### src/hw/rtl/wtt_pkg.sv
package wtt_pkg;

  // Table geometry
  localparam int unsigned CAPACITY = 7;
  localparam int unsigned IDX_W    = (CAPACITY > 1) ? $clog2(CAPACITY) : 1;
  localparam int unsigned CNT_W    = $clog2(CAPACITY + 1);
  localparam int unsigned CMP_W    = (CNT_W > 3) ? CNT_W : 3;
  localparam int unsigned TIME_W   = 20;

  // Time constants
  localparam logic [TIME_W-1:0] SEC_PER_DAY  = TIME_W'(86400);
  localparam logic [TIME_W-1:0] SEC_PER_HOUR = TIME_W'(3600);
  localparam logic [TIME_W-1:0] SEC_PER_MIN  = TIME_W'(60);
  localparam logic [TIME_W-1:0] HALF_HOUR    = TIME_W'(1800);
  localparam logic [TIME_W-1:0] PRESET_HOUR  = TIME_W'(22);
  localparam int unsigned       PRESET_COUNT = 4;
  localparam int unsigned       RESET_COUNT  =
      (CAPACITY < PRESET_COUNT) ? CAPACITY : PRESET_COUNT;

  // Request kinds
  localparam logic [1:0] KIND_ADD   = 2'd0;
  localparam logic [1:0] KIND_ERASE = 2'd1;
  localparam logic [1:0] KIND_QUERY = 2'd2;

  typedef logic [TIME_W-1:0] wtt_time_t;

  // Controller to datapath commands
  typedef struct packed {
    logic load;
    logic append;
    logic erase_start;
    logic shift;
    logic shrink;
    logic calc;
    logic scan_next;
    logic hit_set;
    logic shift_mode;
    logic out_load;
  } wtt_cmd_t;

  // Datapath to controller status
  typedef struct packed {
    logic [1:0] kind;
    logic       full;
    logic       idx_ok;
    logic       shift_more;
    logic       scan_more;
    logic       hit;
  } wtt_sts_t;

  // Preset window starts after reset
  function automatic wtt_time_t preset_on(input int unsigned idx);
    wtt_time_t t;
    case (idx)
      0:       t = TIME_W'(3) * SEC_PER_DAY + PRESET_HOUR * SEC_PER_HOUR;
      1:       t = TIME_W'(5) * SEC_PER_DAY + PRESET_HOUR * SEC_PER_HOUR;
      2:       t = TIME_W'(6) * SEC_PER_DAY + PRESET_HOUR * SEC_PER_HOUR;
      3:       t = PRESET_HOUR * SEC_PER_HOUR;
      default: t = '0;
    endcase
    return t;
  endfunction

  // Preset window ends after reset
  function automatic wtt_time_t preset_off(input int unsigned idx);
    wtt_time_t t;
    case (idx)
      0:       t = TIME_W'(4) * SEC_PER_DAY;
      1:       t = TIME_W'(6) * SEC_PER_DAY + HALF_HOUR;
      2:       t = HALF_HOUR;
      3:       t = TIME_W'(23) * SEC_PER_HOUR + HALF_HOUR;
      default: t = '0;
    endcase
    return t;
  endfunction

endpackage

### src/hw/rtl/wtt_if.sv
// Request channel: one table operation
interface wtt_req_if;
  logic        valid;
  logic        ready;
  logic [1:0]  kind;
  logic [19:0] on_time;
  logic [19:0] off_time;
  logic [2:0]  entry_index;
  logic [2:0]  day_of_week;
  logic [4:0]  hour_now;
  logic [5:0]  minute_now;
  logic [5:0]  second_now;

  modport source (
    output valid, kind, on_time, off_time, entry_index,
           day_of_week, hour_now, minute_now, second_now,
    input  ready
  );
  modport sink (
    input  valid, kind, on_time, off_time, entry_index,
           day_of_week, hour_now, minute_now, second_now,
    output ready
  );
endinterface

// Response channel: one result per request
interface wtt_rsp_if;
  logic       valid;
  logic       ready;
  logic       accepted;
  logic       active;
  logic [2:0] match_index;
  logic [2:0] entry_count;

  modport source (
    output valid, accepted, active, match_index, entry_count,
    input  ready
  );
  modport sink (
    input  valid, accepted, active, match_index, entry_count,
    output ready
  );
endinterface

### src/hw/rtl/weekly_time_window_table_core.sv
// Channel  Dir  Modport  Fields
// req_i    in   sink     kind, on_time, off_time, entry_index, day/hour/minute/second
// rsp_o    out  source   accepted, active, match_index, entry_count
//
// One request at a time. Add and unused kinds go from decode straight to the response
// stage; a valid erase moves each entry above the erased one down in turn; query walks
// the table entries in order until the first hit or the end of the table, through the
// single table read port. The next request is taken in the cycle after the response
// is loaded. Reset is asynchronous and loads the four preset windows. A response
// waiting in the output register does not block the next request; only its completion
// waits for the response slot.
module weekly_time_window_table_core (
  input logic      clk_i,
  input logic      rst_ni,
  wtt_req_if.sink   req_i,
  wtt_rsp_if.source rsp_o
);
  import wtt_pkg::*;

  wtt_cmd_t cmd;
  wtt_sts_t sts;

  wtt_ctrl u_ctrl (
    .clk_i       (clk_i),
    .rst_ni      (rst_ni),
    .in_valid_i  (req_i.valid),
    .in_ready_o  (req_i.ready),
    .out_valid_o (rsp_o.valid),
    .out_ready_i (rsp_o.ready),
    .sts_i       (sts),
    .cmd_o       (cmd)
  );

  wtt_dp u_dp (
    .clk_i         (clk_i),
    .rst_ni        (rst_ni),
    .cmd_i         (cmd),
    .sts_o         (sts),
    .kind_i        (req_i.kind),
    .on_time_i     (req_i.on_time),
    .off_time_i    (req_i.off_time),
    .entry_index_i (req_i.entry_index),
    .day_of_week_i (req_i.day_of_week),
    .hour_now_i    (req_i.hour_now),
    .minute_now_i  (req_i.minute_now),
    .second_now_i  (req_i.second_now),
    .accepted_o    (rsp_o.accepted),
    .active_o      (rsp_o.active),
    .match_index_o (rsp_o.match_index),
    .entry_count_o (rsp_o.entry_count)
  );

endmodule

### src/hw/rtl/wtt_ctrl.sv
module wtt_ctrl (
  input  logic              clk_i,
  input  logic              rst_ni,
  input  logic              in_valid_i,
  output logic              in_ready_o,
  output logic              out_valid_o,
  input  logic              out_ready_i,
  input  wtt_pkg::wtt_sts_t sts_i,
  output wtt_pkg::wtt_cmd_t cmd_o
);
  import wtt_pkg::*;

  localparam logic [2:0] S_IDLE   = 3'd0;
  localparam logic [2:0] S_DECODE = 3'd1;
  localparam logic [2:0] S_SHIFT  = 3'd2;
  localparam logic [2:0] S_SCAN   = 3'd3;
  localparam logic [2:0] S_FIN    = 3'd4;

  logic [2:0] state_q, state_d;
  logic       out_valid_q, out_valid_d;

  // Sequence one request at a time
  always_comb begin
    state_d = state_q;
    cmd_o   = '0;
    case (state_q)
      S_IDLE: begin
        if (in_valid_i) begin
          cmd_o.load = 1'b1;
          state_d    = S_DECODE;
        end
      end
      S_DECODE: begin
        state_d = S_FIN;
        case (sts_i.kind)
          KIND_ADD: begin
            cmd_o.append = !sts_i.full;
          end
          KIND_ERASE: begin
            if (sts_i.idx_ok) begin
              cmd_o.erase_start = 1'b1;
              state_d           = S_SHIFT;
            end
          end
          KIND_QUERY: begin
            cmd_o.calc = 1'b1;
            state_d    = S_SCAN;
          end
          default: begin
            state_d = S_FIN;
          end
        endcase
      end
      S_SHIFT: begin
        cmd_o.shift_mode = 1'b1;
        if (sts_i.shift_more) begin
          cmd_o.shift = 1'b1;
        end else begin
          cmd_o.shrink = 1'b1;
          state_d      = S_FIN;
        end
      end
      S_SCAN: begin
        if (!sts_i.scan_more) begin
          state_d = S_FIN;
        end else if (sts_i.hit) begin
          cmd_o.hit_set = 1'b1;
          state_d       = S_FIN;
        end else begin
          cmd_o.scan_next = 1'b1;
        end
      end
      S_FIN: begin
        if (!out_valid_q || out_ready_i) begin
          cmd_o.out_load = 1'b1;
          state_d        = S_IDLE;
        end
      end
      default: begin
        state_d = S_IDLE;
      end
    endcase
  end

  // Hold the response until it is taken
  always_comb begin
    out_valid_d = out_valid_q;
    if (cmd_o.out_load) begin
      out_valid_d = 1'b1;
    end else if (out_ready_i) begin
      out_valid_d = 1'b0;
    end
  end

  always_ff @(posedge clk_i or negedge rst_ni) begin
    if (!rst_ni) begin
      state_q     <= S_IDLE;
      out_valid_q <= 1'b0;
    end else begin
      state_q     <= state_d;
      out_valid_q <= out_valid_d;
    end
  end

  assign in_ready_o  = (state_q == S_IDLE);
  assign out_valid_o = out_valid_q;

endmodule

### src/hw/rtl/wtt_dp.sv
module wtt_dp (
  input  logic              clk_i,
  input  logic              rst_ni,
  input  wtt_pkg::wtt_cmd_t cmd_i,
  output wtt_pkg::wtt_sts_t sts_o,
  input  logic [1:0]        kind_i,
  input  logic [19:0]       on_time_i,
  input  logic [19:0]       off_time_i,
  input  logic [2:0]        entry_index_i,
  input  logic [2:0]        day_of_week_i,
  input  logic [4:0]        hour_now_i,
  input  logic [5:0]        minute_now_i,
  input  logic [5:0]        second_now_i,
  output logic              accepted_o,
  output logic              active_o,
  output logic [2:0]        match_index_o,
  output logic [2:0]        entry_count_o
);
  import wtt_pkg::*;

  // Latched request
  logic [1:0]  kind_q;
  wtt_time_t   on_q, off_q;
  logic [2:0]  idx_q, day_q;
  logic [4:0]  hour_q;
  logic [5:0]  min_q, sec_in_q;

  // Table and scan state
  wtt_time_t        start_q [CAPACITY];
  wtt_time_t        end_q   [CAPACITY];
  logic [CNT_W-1:0] count_q;
  logic [CNT_W-1:0] ptr_q;
  wtt_time_t        now_q;

  // Result under construction and output register
  logic             acc_q, act_q;
  logic [CNT_W-1:0] match_q;
  logic             out_acc_q, out_act_q;
  logic [2:0]       out_match_q, out_count_q;

  logic [CNT_W-1:0] ptr_inc;
  logic [IDX_W-1:0] rd_addr, wr_addr;
  wtt_time_t        rd_on, rd_off, now_d;
  logic             wraps;

  assign ptr_inc = ptr_q + CNT_W'(1);
  assign rd_addr = cmd_i.shift_mode ? IDX_W'(ptr_inc) : IDX_W'(ptr_q);
  assign wr_addr = cmd_i.append ? IDX_W'(count_q) : IDX_W'(ptr_q);
  assign rd_on   = start_q[rd_addr];
  assign rd_off  = end_q[rd_addr];
  assign wraps   = (rd_off < rd_on);

  // Form the second of the week
  assign now_d = TIME_W'(day_q) * SEC_PER_DAY + TIME_W'(hour_q) * SEC_PER_HOUR
               + TIME_W'(min_q) * SEC_PER_MIN + TIME_W'(sec_in_q);

  // Status toward the controller
  always_comb begin
    sts_o.kind       = kind_q;
    sts_o.full       = (count_q == CNT_W'(CAPACITY));
    sts_o.idx_ok     = (CMP_W'(idx_q) < CMP_W'(count_q));
    sts_o.shift_more = ({1'b0, ptr_q} + (CNT_W+1)'(1)) < {1'b0, count_q};
    sts_o.scan_more  = (ptr_q < count_q);
    sts_o.hit        = wraps ? ((now_q > rd_on) || (now_q < rd_off))
                             : ((now_q > rd_on) && (now_q < rd_off));
  end

  // Capture the request
  always_ff @(posedge clk_i) begin
    if (cmd_i.load) begin
      kind_q   <= kind_i;
      on_q     <= on_time_i;
      off_q    <= off_time_i;
      idx_q    <= entry_index_i;
      day_q    <= day_of_week_i;
      hour_q   <= hour_now_i;
      min_q    <= minute_now_i;
      sec_in_q <= second_now_i;
    end
    if (cmd_i.calc) begin
      now_q <= now_d;
    end
  end

  // Table storage: append at the tail, move entries down on erase
  always_ff @(posedge clk_i or negedge rst_ni) begin
    if (!rst_ni) begin
      for (int i = 0; i < CAPACITY; i++) begin
        start_q[i] <= preset_on(i);
        end_q[i]   <= preset_off(i);
      end
      count_q <= CNT_W'(RESET_COUNT);
    end else begin
      if (cmd_i.append) begin
        start_q[wr_addr] <= on_q;
        end_q[wr_addr]   <= off_q;
        count_q          <= count_q + CNT_W'(1);
      end else if (cmd_i.shift) begin
        start_q[wr_addr] <= rd_on;
        end_q[wr_addr]   <= rd_off;
      end else if (cmd_i.shrink) begin
        count_q <= count_q - CNT_W'(1);
      end
    end
  end

  // Walk pointer and result flags
  always_ff @(posedge clk_i or negedge rst_ni) begin
    if (!rst_ni) begin
      ptr_q   <= '0;
      acc_q   <= 1'b0;
      act_q   <= 1'b0;
      match_q <= '0;
    end else begin
      if (cmd_i.load) begin
        acc_q   <= 1'b0;
        act_q   <= 1'b0;
        match_q <= '0;
      end
      if (cmd_i.append) begin
        acc_q <= 1'b1;
      end
      if (cmd_i.erase_start) begin
        acc_q <= 1'b1;
        ptr_q <= CNT_W'(idx_q);
      end
      if (cmd_i.calc) begin
        acc_q <= 1'b1;
        ptr_q <= '0;
      end
      if (cmd_i.shift || cmd_i.scan_next) begin
        ptr_q <= ptr_inc;
      end
      if (cmd_i.hit_set) begin
        act_q   <= 1'b1;
        match_q <= ptr_q;
      end
    end
  end

  // Output register
  always_ff @(posedge clk_i) begin
    if (cmd_i.out_load) begin
      out_acc_q   <= acc_q;
      out_act_q   <= act_q;
      out_match_q <= 3'(match_q);
      out_count_q <= 3'(count_q);
    end
  end

  assign accepted_o    = out_acc_q;
  assign active_o      = out_act_q;
  assign match_index_o = out_match_q;
  assign entry_count_o = out_count_q;

endmodule

### src/flat_wrapper.sv
// flat-port wrapper written by rule: the top's interface ports become plain ports
module weekly_time_window_table_core_flat import wtt_pkg::*;
  (clk_i, rst_ni, req_i_valid, req_i_kind, req_i_on_time, req_i_off_time, req_i_entry_index, req_i_day_of_week, req_i_hour_now, req_i_minute_now, req_i_second_now, req_i_ready, rsp_o_valid, rsp_o_accepted, rsp_o_active, rsp_o_match_index, rsp_o_entry_count, rsp_o_ready);
  wtt_req_if req_i_i ();
  wtt_rsp_if rsp_o_i ();
  input logic clk_i;
  input logic rst_ni;
  input wire logic [$bits(req_i_i.valid)-1:0] req_i_valid;
  input wire logic [$bits(req_i_i.kind)-1:0] req_i_kind;
  input wire logic [$bits(req_i_i.on_time)-1:0] req_i_on_time;
  input wire logic [$bits(req_i_i.off_time)-1:0] req_i_off_time;
  input wire logic [$bits(req_i_i.entry_index)-1:0] req_i_entry_index;
  input wire logic [$bits(req_i_i.day_of_week)-1:0] req_i_day_of_week;
  input wire logic [$bits(req_i_i.hour_now)-1:0] req_i_hour_now;
  input wire logic [$bits(req_i_i.minute_now)-1:0] req_i_minute_now;
  input wire logic [$bits(req_i_i.second_now)-1:0] req_i_second_now;
  output wire logic [$bits(req_i_i.ready)-1:0] req_i_ready;
  output wire logic [$bits(rsp_o_i.valid)-1:0] rsp_o_valid;
  output wire logic [$bits(rsp_o_i.accepted)-1:0] rsp_o_accepted;
  output wire logic [$bits(rsp_o_i.active)-1:0] rsp_o_active;
  output wire logic [$bits(rsp_o_i.match_index)-1:0] rsp_o_match_index;
  output wire logic [$bits(rsp_o_i.entry_count)-1:0] rsp_o_entry_count;
  input wire logic [$bits(rsp_o_i.ready)-1:0] rsp_o_ready;
  assign req_i_i.valid = req_i_valid;
  assign req_i_i.kind = req_i_kind;
  assign req_i_i.on_time = req_i_on_time;
  assign req_i_i.off_time = req_i_off_time;
  assign req_i_i.entry_index = req_i_entry_index;
  assign req_i_i.day_of_week = req_i_day_of_week;
  assign req_i_i.hour_now = req_i_hour_now;
  assign req_i_i.minute_now = req_i_minute_now;
  assign req_i_i.second_now = req_i_second_now;
  assign req_i_ready = req_i_i.ready;
  assign rsp_o_valid = rsp_o_i.valid;
  assign rsp_o_accepted = rsp_o_i.accepted;
  assign rsp_o_active = rsp_o_i.active;
  assign rsp_o_match_index = rsp_o_i.match_index;
  assign rsp_o_entry_count = rsp_o_i.entry_count;
  assign rsp_o_i.ready = rsp_o_ready;
  weekly_time_window_table_core u_core (.clk_i(clk_i), .rst_ni(rst_ni), .req_i(req_i_i), .rsp_o(rsp_o_i));
endmodule
### config.mk
export PLATFORM = sky130hd
export DESIGN_NAME = weekly_time_window_table_core_flat
export DESIGN_NICKNAME = d
export VERILOG_FILES = /design/src/hw/rtl/wtt_pkg.sv /design/src/hw/rtl/wtt_if.sv /design/src/hw/rtl/weekly_time_window_table_core.sv /design/src/hw/rtl/wtt_ctrl.sv /design/src/hw/rtl/wtt_dp.sv /design/src/flat_wrapper.sv
export SDC_FILE = /design/constraint.sdc
export NUM_CORES = 1
export LEC_CHECK = 0
export ABC_AREA = 1
export BUFFER_PORTS_ARGS = -buffer_cell sky130_fd_sc_hd__buf_4
export CAP_MARGIN = 20
export CORE_UTILIZATION = 55
export DETAILED_ROUTE_END_ITERATION = 10
export PLACE_DENSITY_LB_ADDON = 0.2
export SETUP_SLACK_MARGIN = 0.4
export SYNTH_ARGS = -nofsm -noshare
export SYNTH_HDL_FRONTEND = slang
export SYNTH_SLANG_ARGS = --single-unit
### constraint.sdc
create_clock -name clk_i -period 10.9 [get_ports clk_i]
set_clock_uncertainty 0.1 [all_clocks]
set_input_delay 1.09 -clock clk_i [delete_from_list [all_inputs] [get_ports clk_i]]
set_output_delay 1.09 -clock clk_i [all_outputs]
set_load 0.005 [all_outputs]
==> impl_metrics.json <==
{
  "yosys_register_bits": 388,
  "worst_slew_pin_slew_ns": 1.01,
  "syn-instance-count": 2326,
  "grt_max_degree": 115,
  "nets": 2578,
  "fp.dieArea_um2": 38300,
  "r2r_cells": 21,
  "postCtsSetupBuffers": 0,
  "r2r-start": "u_core.u_dp.min_q[3]",
  "min_period_ns": 5.39,
  "ys.flop_type": "dfrtp_1",
  "slowest_stage": "fa_1",
  "ios": 79,
  "drive_above_1_share": 0.131,
  "synthTopCellsByArea": "dfrtp_1, edfxtp_1, nand2_1",
  "whs_path_depth": 0,
  "antenna_cells": 0,
  "insertion_delay_ns": 0.57,
  "arrival_ns": 5.60,
  "die_height_um": 196,
  "synth.largest_area_cell": "dfrtp_1",
  "drtIter0Drc": 1363,
  "reg2reg_to": "u_core.u_dp.now_q[17]",
  "start_util": 0.561,
  "grt_use_total": 0.293,
  "grt_pass1_wl_mm": 86.8,
  "cts_buffer_depth": 3,
  "core_area_um2": 36800,
  "cp_slowest_stage_delay_ns": 0.55,
  "row_count": 70,
  "via_count": 16400,
  "worstPathRequired_ns": 11.11,
  "hold_start": "u_core.u_dp.sec_in_q[1]",
  "ctsHoldBuffers": 0,
  "yosysTopAreaCellShare": 0.286,
  "first_pass_iters": 5,
  "htree_levels": 2,
  "worstPathCellList": "inv_1 -> fa_1 -> fa_1 -> inv_1 -> ha_1 -> nand2_1 -> o21ai_0 -> a21oi_1 -> o21ai_0 -> xor2_1 -> fa_1 -> ha_1 -> nand2_1 -> o21ai_0 -> a21oi_1 -> o21bai_1 -> a21oi_1 -> o21bai_1 -> nand3_1 -> nand2_1 -> xor2_1",
  "globalRouteOverflowTotal": 0,
  "root_buffer": "clkbuf_16",
  "cts_tree": "yes",
  "hold_viol": 0,
  "clock-sinks": 388,
  "cts_resized": 0,
  "syn-num-nets": 2547,
  "setup_viol": 0,
  "wl_per_cell_um": 18.9,
  "crit_path_max_fanout": 4,
  "chipWidth_um": 196,
  "status": "finished, final reports clean",
  "synth-edff-count": 93,
  "avgSynthCellArea_um2": 8.87,
  "yosysUniqueCellTypes": 52,
  "r2r_setup_slack_ns": 5.51,
  "hold_path_end": "u_core.u_dp.now_q[1]",
  "max_freq_mhz": 186,
  "via_per_inst": 5.73,
  "slew_headroom": 0.325,
  "crit_path_start": "u_core.u_dp.min_q[3]",
  "critPathKind": "flip-flop to flip-flop",
  "wirelength_mm": 54.1,
  "antenna_found_initial": 0,
  "synth-async-reset-ratio": 0.760,
  "finalCritPeriodShare": 0.494,
  "synthToLayoutAreaGrowth_pct": 10.9,
  "port_buffers": 78,
  "synth-seq-area-share": 0.497,
  "start_kind": "flip-flop",
  "place_congestion": 0.913,
  "syn-cell-area_um2": 20600,
  "min_path_type": "flip-flop to flip-flop",
  "hpwl_mm": 34.7,
  "drv_cap": 0,
  "cts.clk_slew.worst_paths_ns": 0.06,
  "cts_buffers": 43,
  "grt_pass1_vias": 16000,
  "tns_ns": 0,
  "drtAntennaViolNets": 0,
  "ys.warnings.count": 0,
  "drc": 0,
  "slew_violations": 0,
  "rsz0062_at_grt": "false",
  "critPathCaptureType": "flip-flop"
}
## synthesized netlist by cell type, types with 2 or more instances
library cell  instances
dfstp_2              59
nand2_1             613
xor2_1               22
nor3_1                2
o21ai_0             259
ha_1                131
dfrtp_1             236
buf_4                12
a31oi_1               3
o21ai_4               2
o21bai_1              4
xnor2_1               7
nand3_1              51
nor4_1                3
buf_2                34
a21oi_1              72
o21ai_1             133
o22ai_1              16
a211oi_1              3
buf_1                 8
a221oi_1              2
buf_6                 3
nand2_4               2
fa_1                 21
o21ai_2              37
nand4_1              13
inv_1               216
inv_2                35
nor2_1               97
o311ai_1             12
a21o_1                4
edfxtp_1             93
o211ai_1             27
o32ai_1              15
nor2_4                3
o31ai_1               3
clkbuf_1             58
## critical path: cells and delay by family, from the launching register on
kind	cells	cell delay (ns)
fa+ha+maj	5	2.18
flops	1	0.42
compound gates	8	1.57
buf+inv	2	0.27
xor+xnor	2	0.28
simple gates	4	0.32
## cell families after synthesis
| kind of cell | Yosys count | share of synthesized area |
|---|---|---|
| compound gates | 597 | 0.165 |
| flops | 388 | 0.497 |
| xor+xnor | 29 | 0.0123 |
| fa+ha+maj | 152 | 0.0998 |
| buf+inv | 366 | 0.0719 |
| simple gates | 794 | 0.154 |
## sequential cells by signal, summed over array words and instances, names as in the netlist, 5 cells and up
register / flops
u_core.u_dp.end_q: 140
u_core.u_dp.hour_q: 5
u_core.u_dp.min_q: 6
u_core.u_dp.now_q: 20
u_core.u_dp.off_q: 20
u_core.u_dp.on_q: 20
u_core.u_dp.sec_in_q: 6
u_core.u_dp.start_q: 140
## worst max-delay path by stage
stage                                  to  cells past startpoint
floorplan           u_core.u_dp.now_q[17]                     21
global placement    u_core.u_dp.now_q[17]                     21
detailed placement  u_core.u_dp.now_q[17]                     21
CTS                 u_core.u_dp.now_q[17]                     21
global route        u_core.u_dp.now_q[17]                     21
finish              u_core.u_dp.now_q[17]                     21
## layer usage
metal,global-route usage,routed length [um],up-vias
met5,0,0,-
met4,0.124,1990,0
met3,0.0574,4270,114
met2,0.473,25000,606
met1,0.386,22800,7862
li1,-,-,7806
## metrics by stage
stage / setup WS, ns / cell area (um2) / hold slack, ns / cells / utilization
2_1_floorplan: 6.01 / 20600 / 0.300 / 2326 / -
3_3_place_gp: 5.69 / 21500 / 0.313 / 2779 / 0.584
3_5_place_dp: 5.53 / 21500 / 0.312 / 2779 / 0.584
4_1_cts: 5.46 / 22900 / 0.334 / 2858 / 0.621
5_1_grt: 5.07 / 22900 / 0.332 / 2859 / 0.622
6_report: 5.51 / 22900 / 0.325 / 2859 / 0.622
## area by class of cell
| class | count | area [um2] |
|---|---|---|
| inverter | 251 | 943 |
| sequential | 388 | 10200 |
| multi-input combinational | 1572 | 8940 |
| clock buffer | 69 | 1280 |
| tap | 468 | 586 |
| fill | 3063 | 13900 |
| clock inverter | 10 | 101 |
| timing repair buffer | 101 | 786 |
## placed cells by master, fill, tap and decap left out, types with 2 or more instances in the layout
master	instances
a21o_1	4
edfxtp_1	93
a221oi_1	2
clkbuf_8	6
dfrtp_1	236
o311ai_1	12
nand3_1	51
bufinv_16	2
o21ai_0	259
nand2_1	612
a21oi_1	72
nand2_4	3
o21ai_1	132
o211ai_1	27
inv_2	36
nor2_4	4
clkinv_2	7
xnor2_1	7
o21bai_1	4
o21ai_4	4
o32ai_1	15
xor2_1	22
nor3_1	2
dfstp_2	59
o21ai_2	36
nor2_1	96
buf_4	99
a211oi_1	3
nand4_1	13
o31ai_1	3
ha_1	131
o22ai_1	16
inv_1	214
clkbuf_1	18
clkbuf_16	45
fa_1	21
nor4_1	2
a31oi_1	3
Power is not shown: default switching activity piles up to over one toggle a cycle in this logic, so the estimate is an artifact.
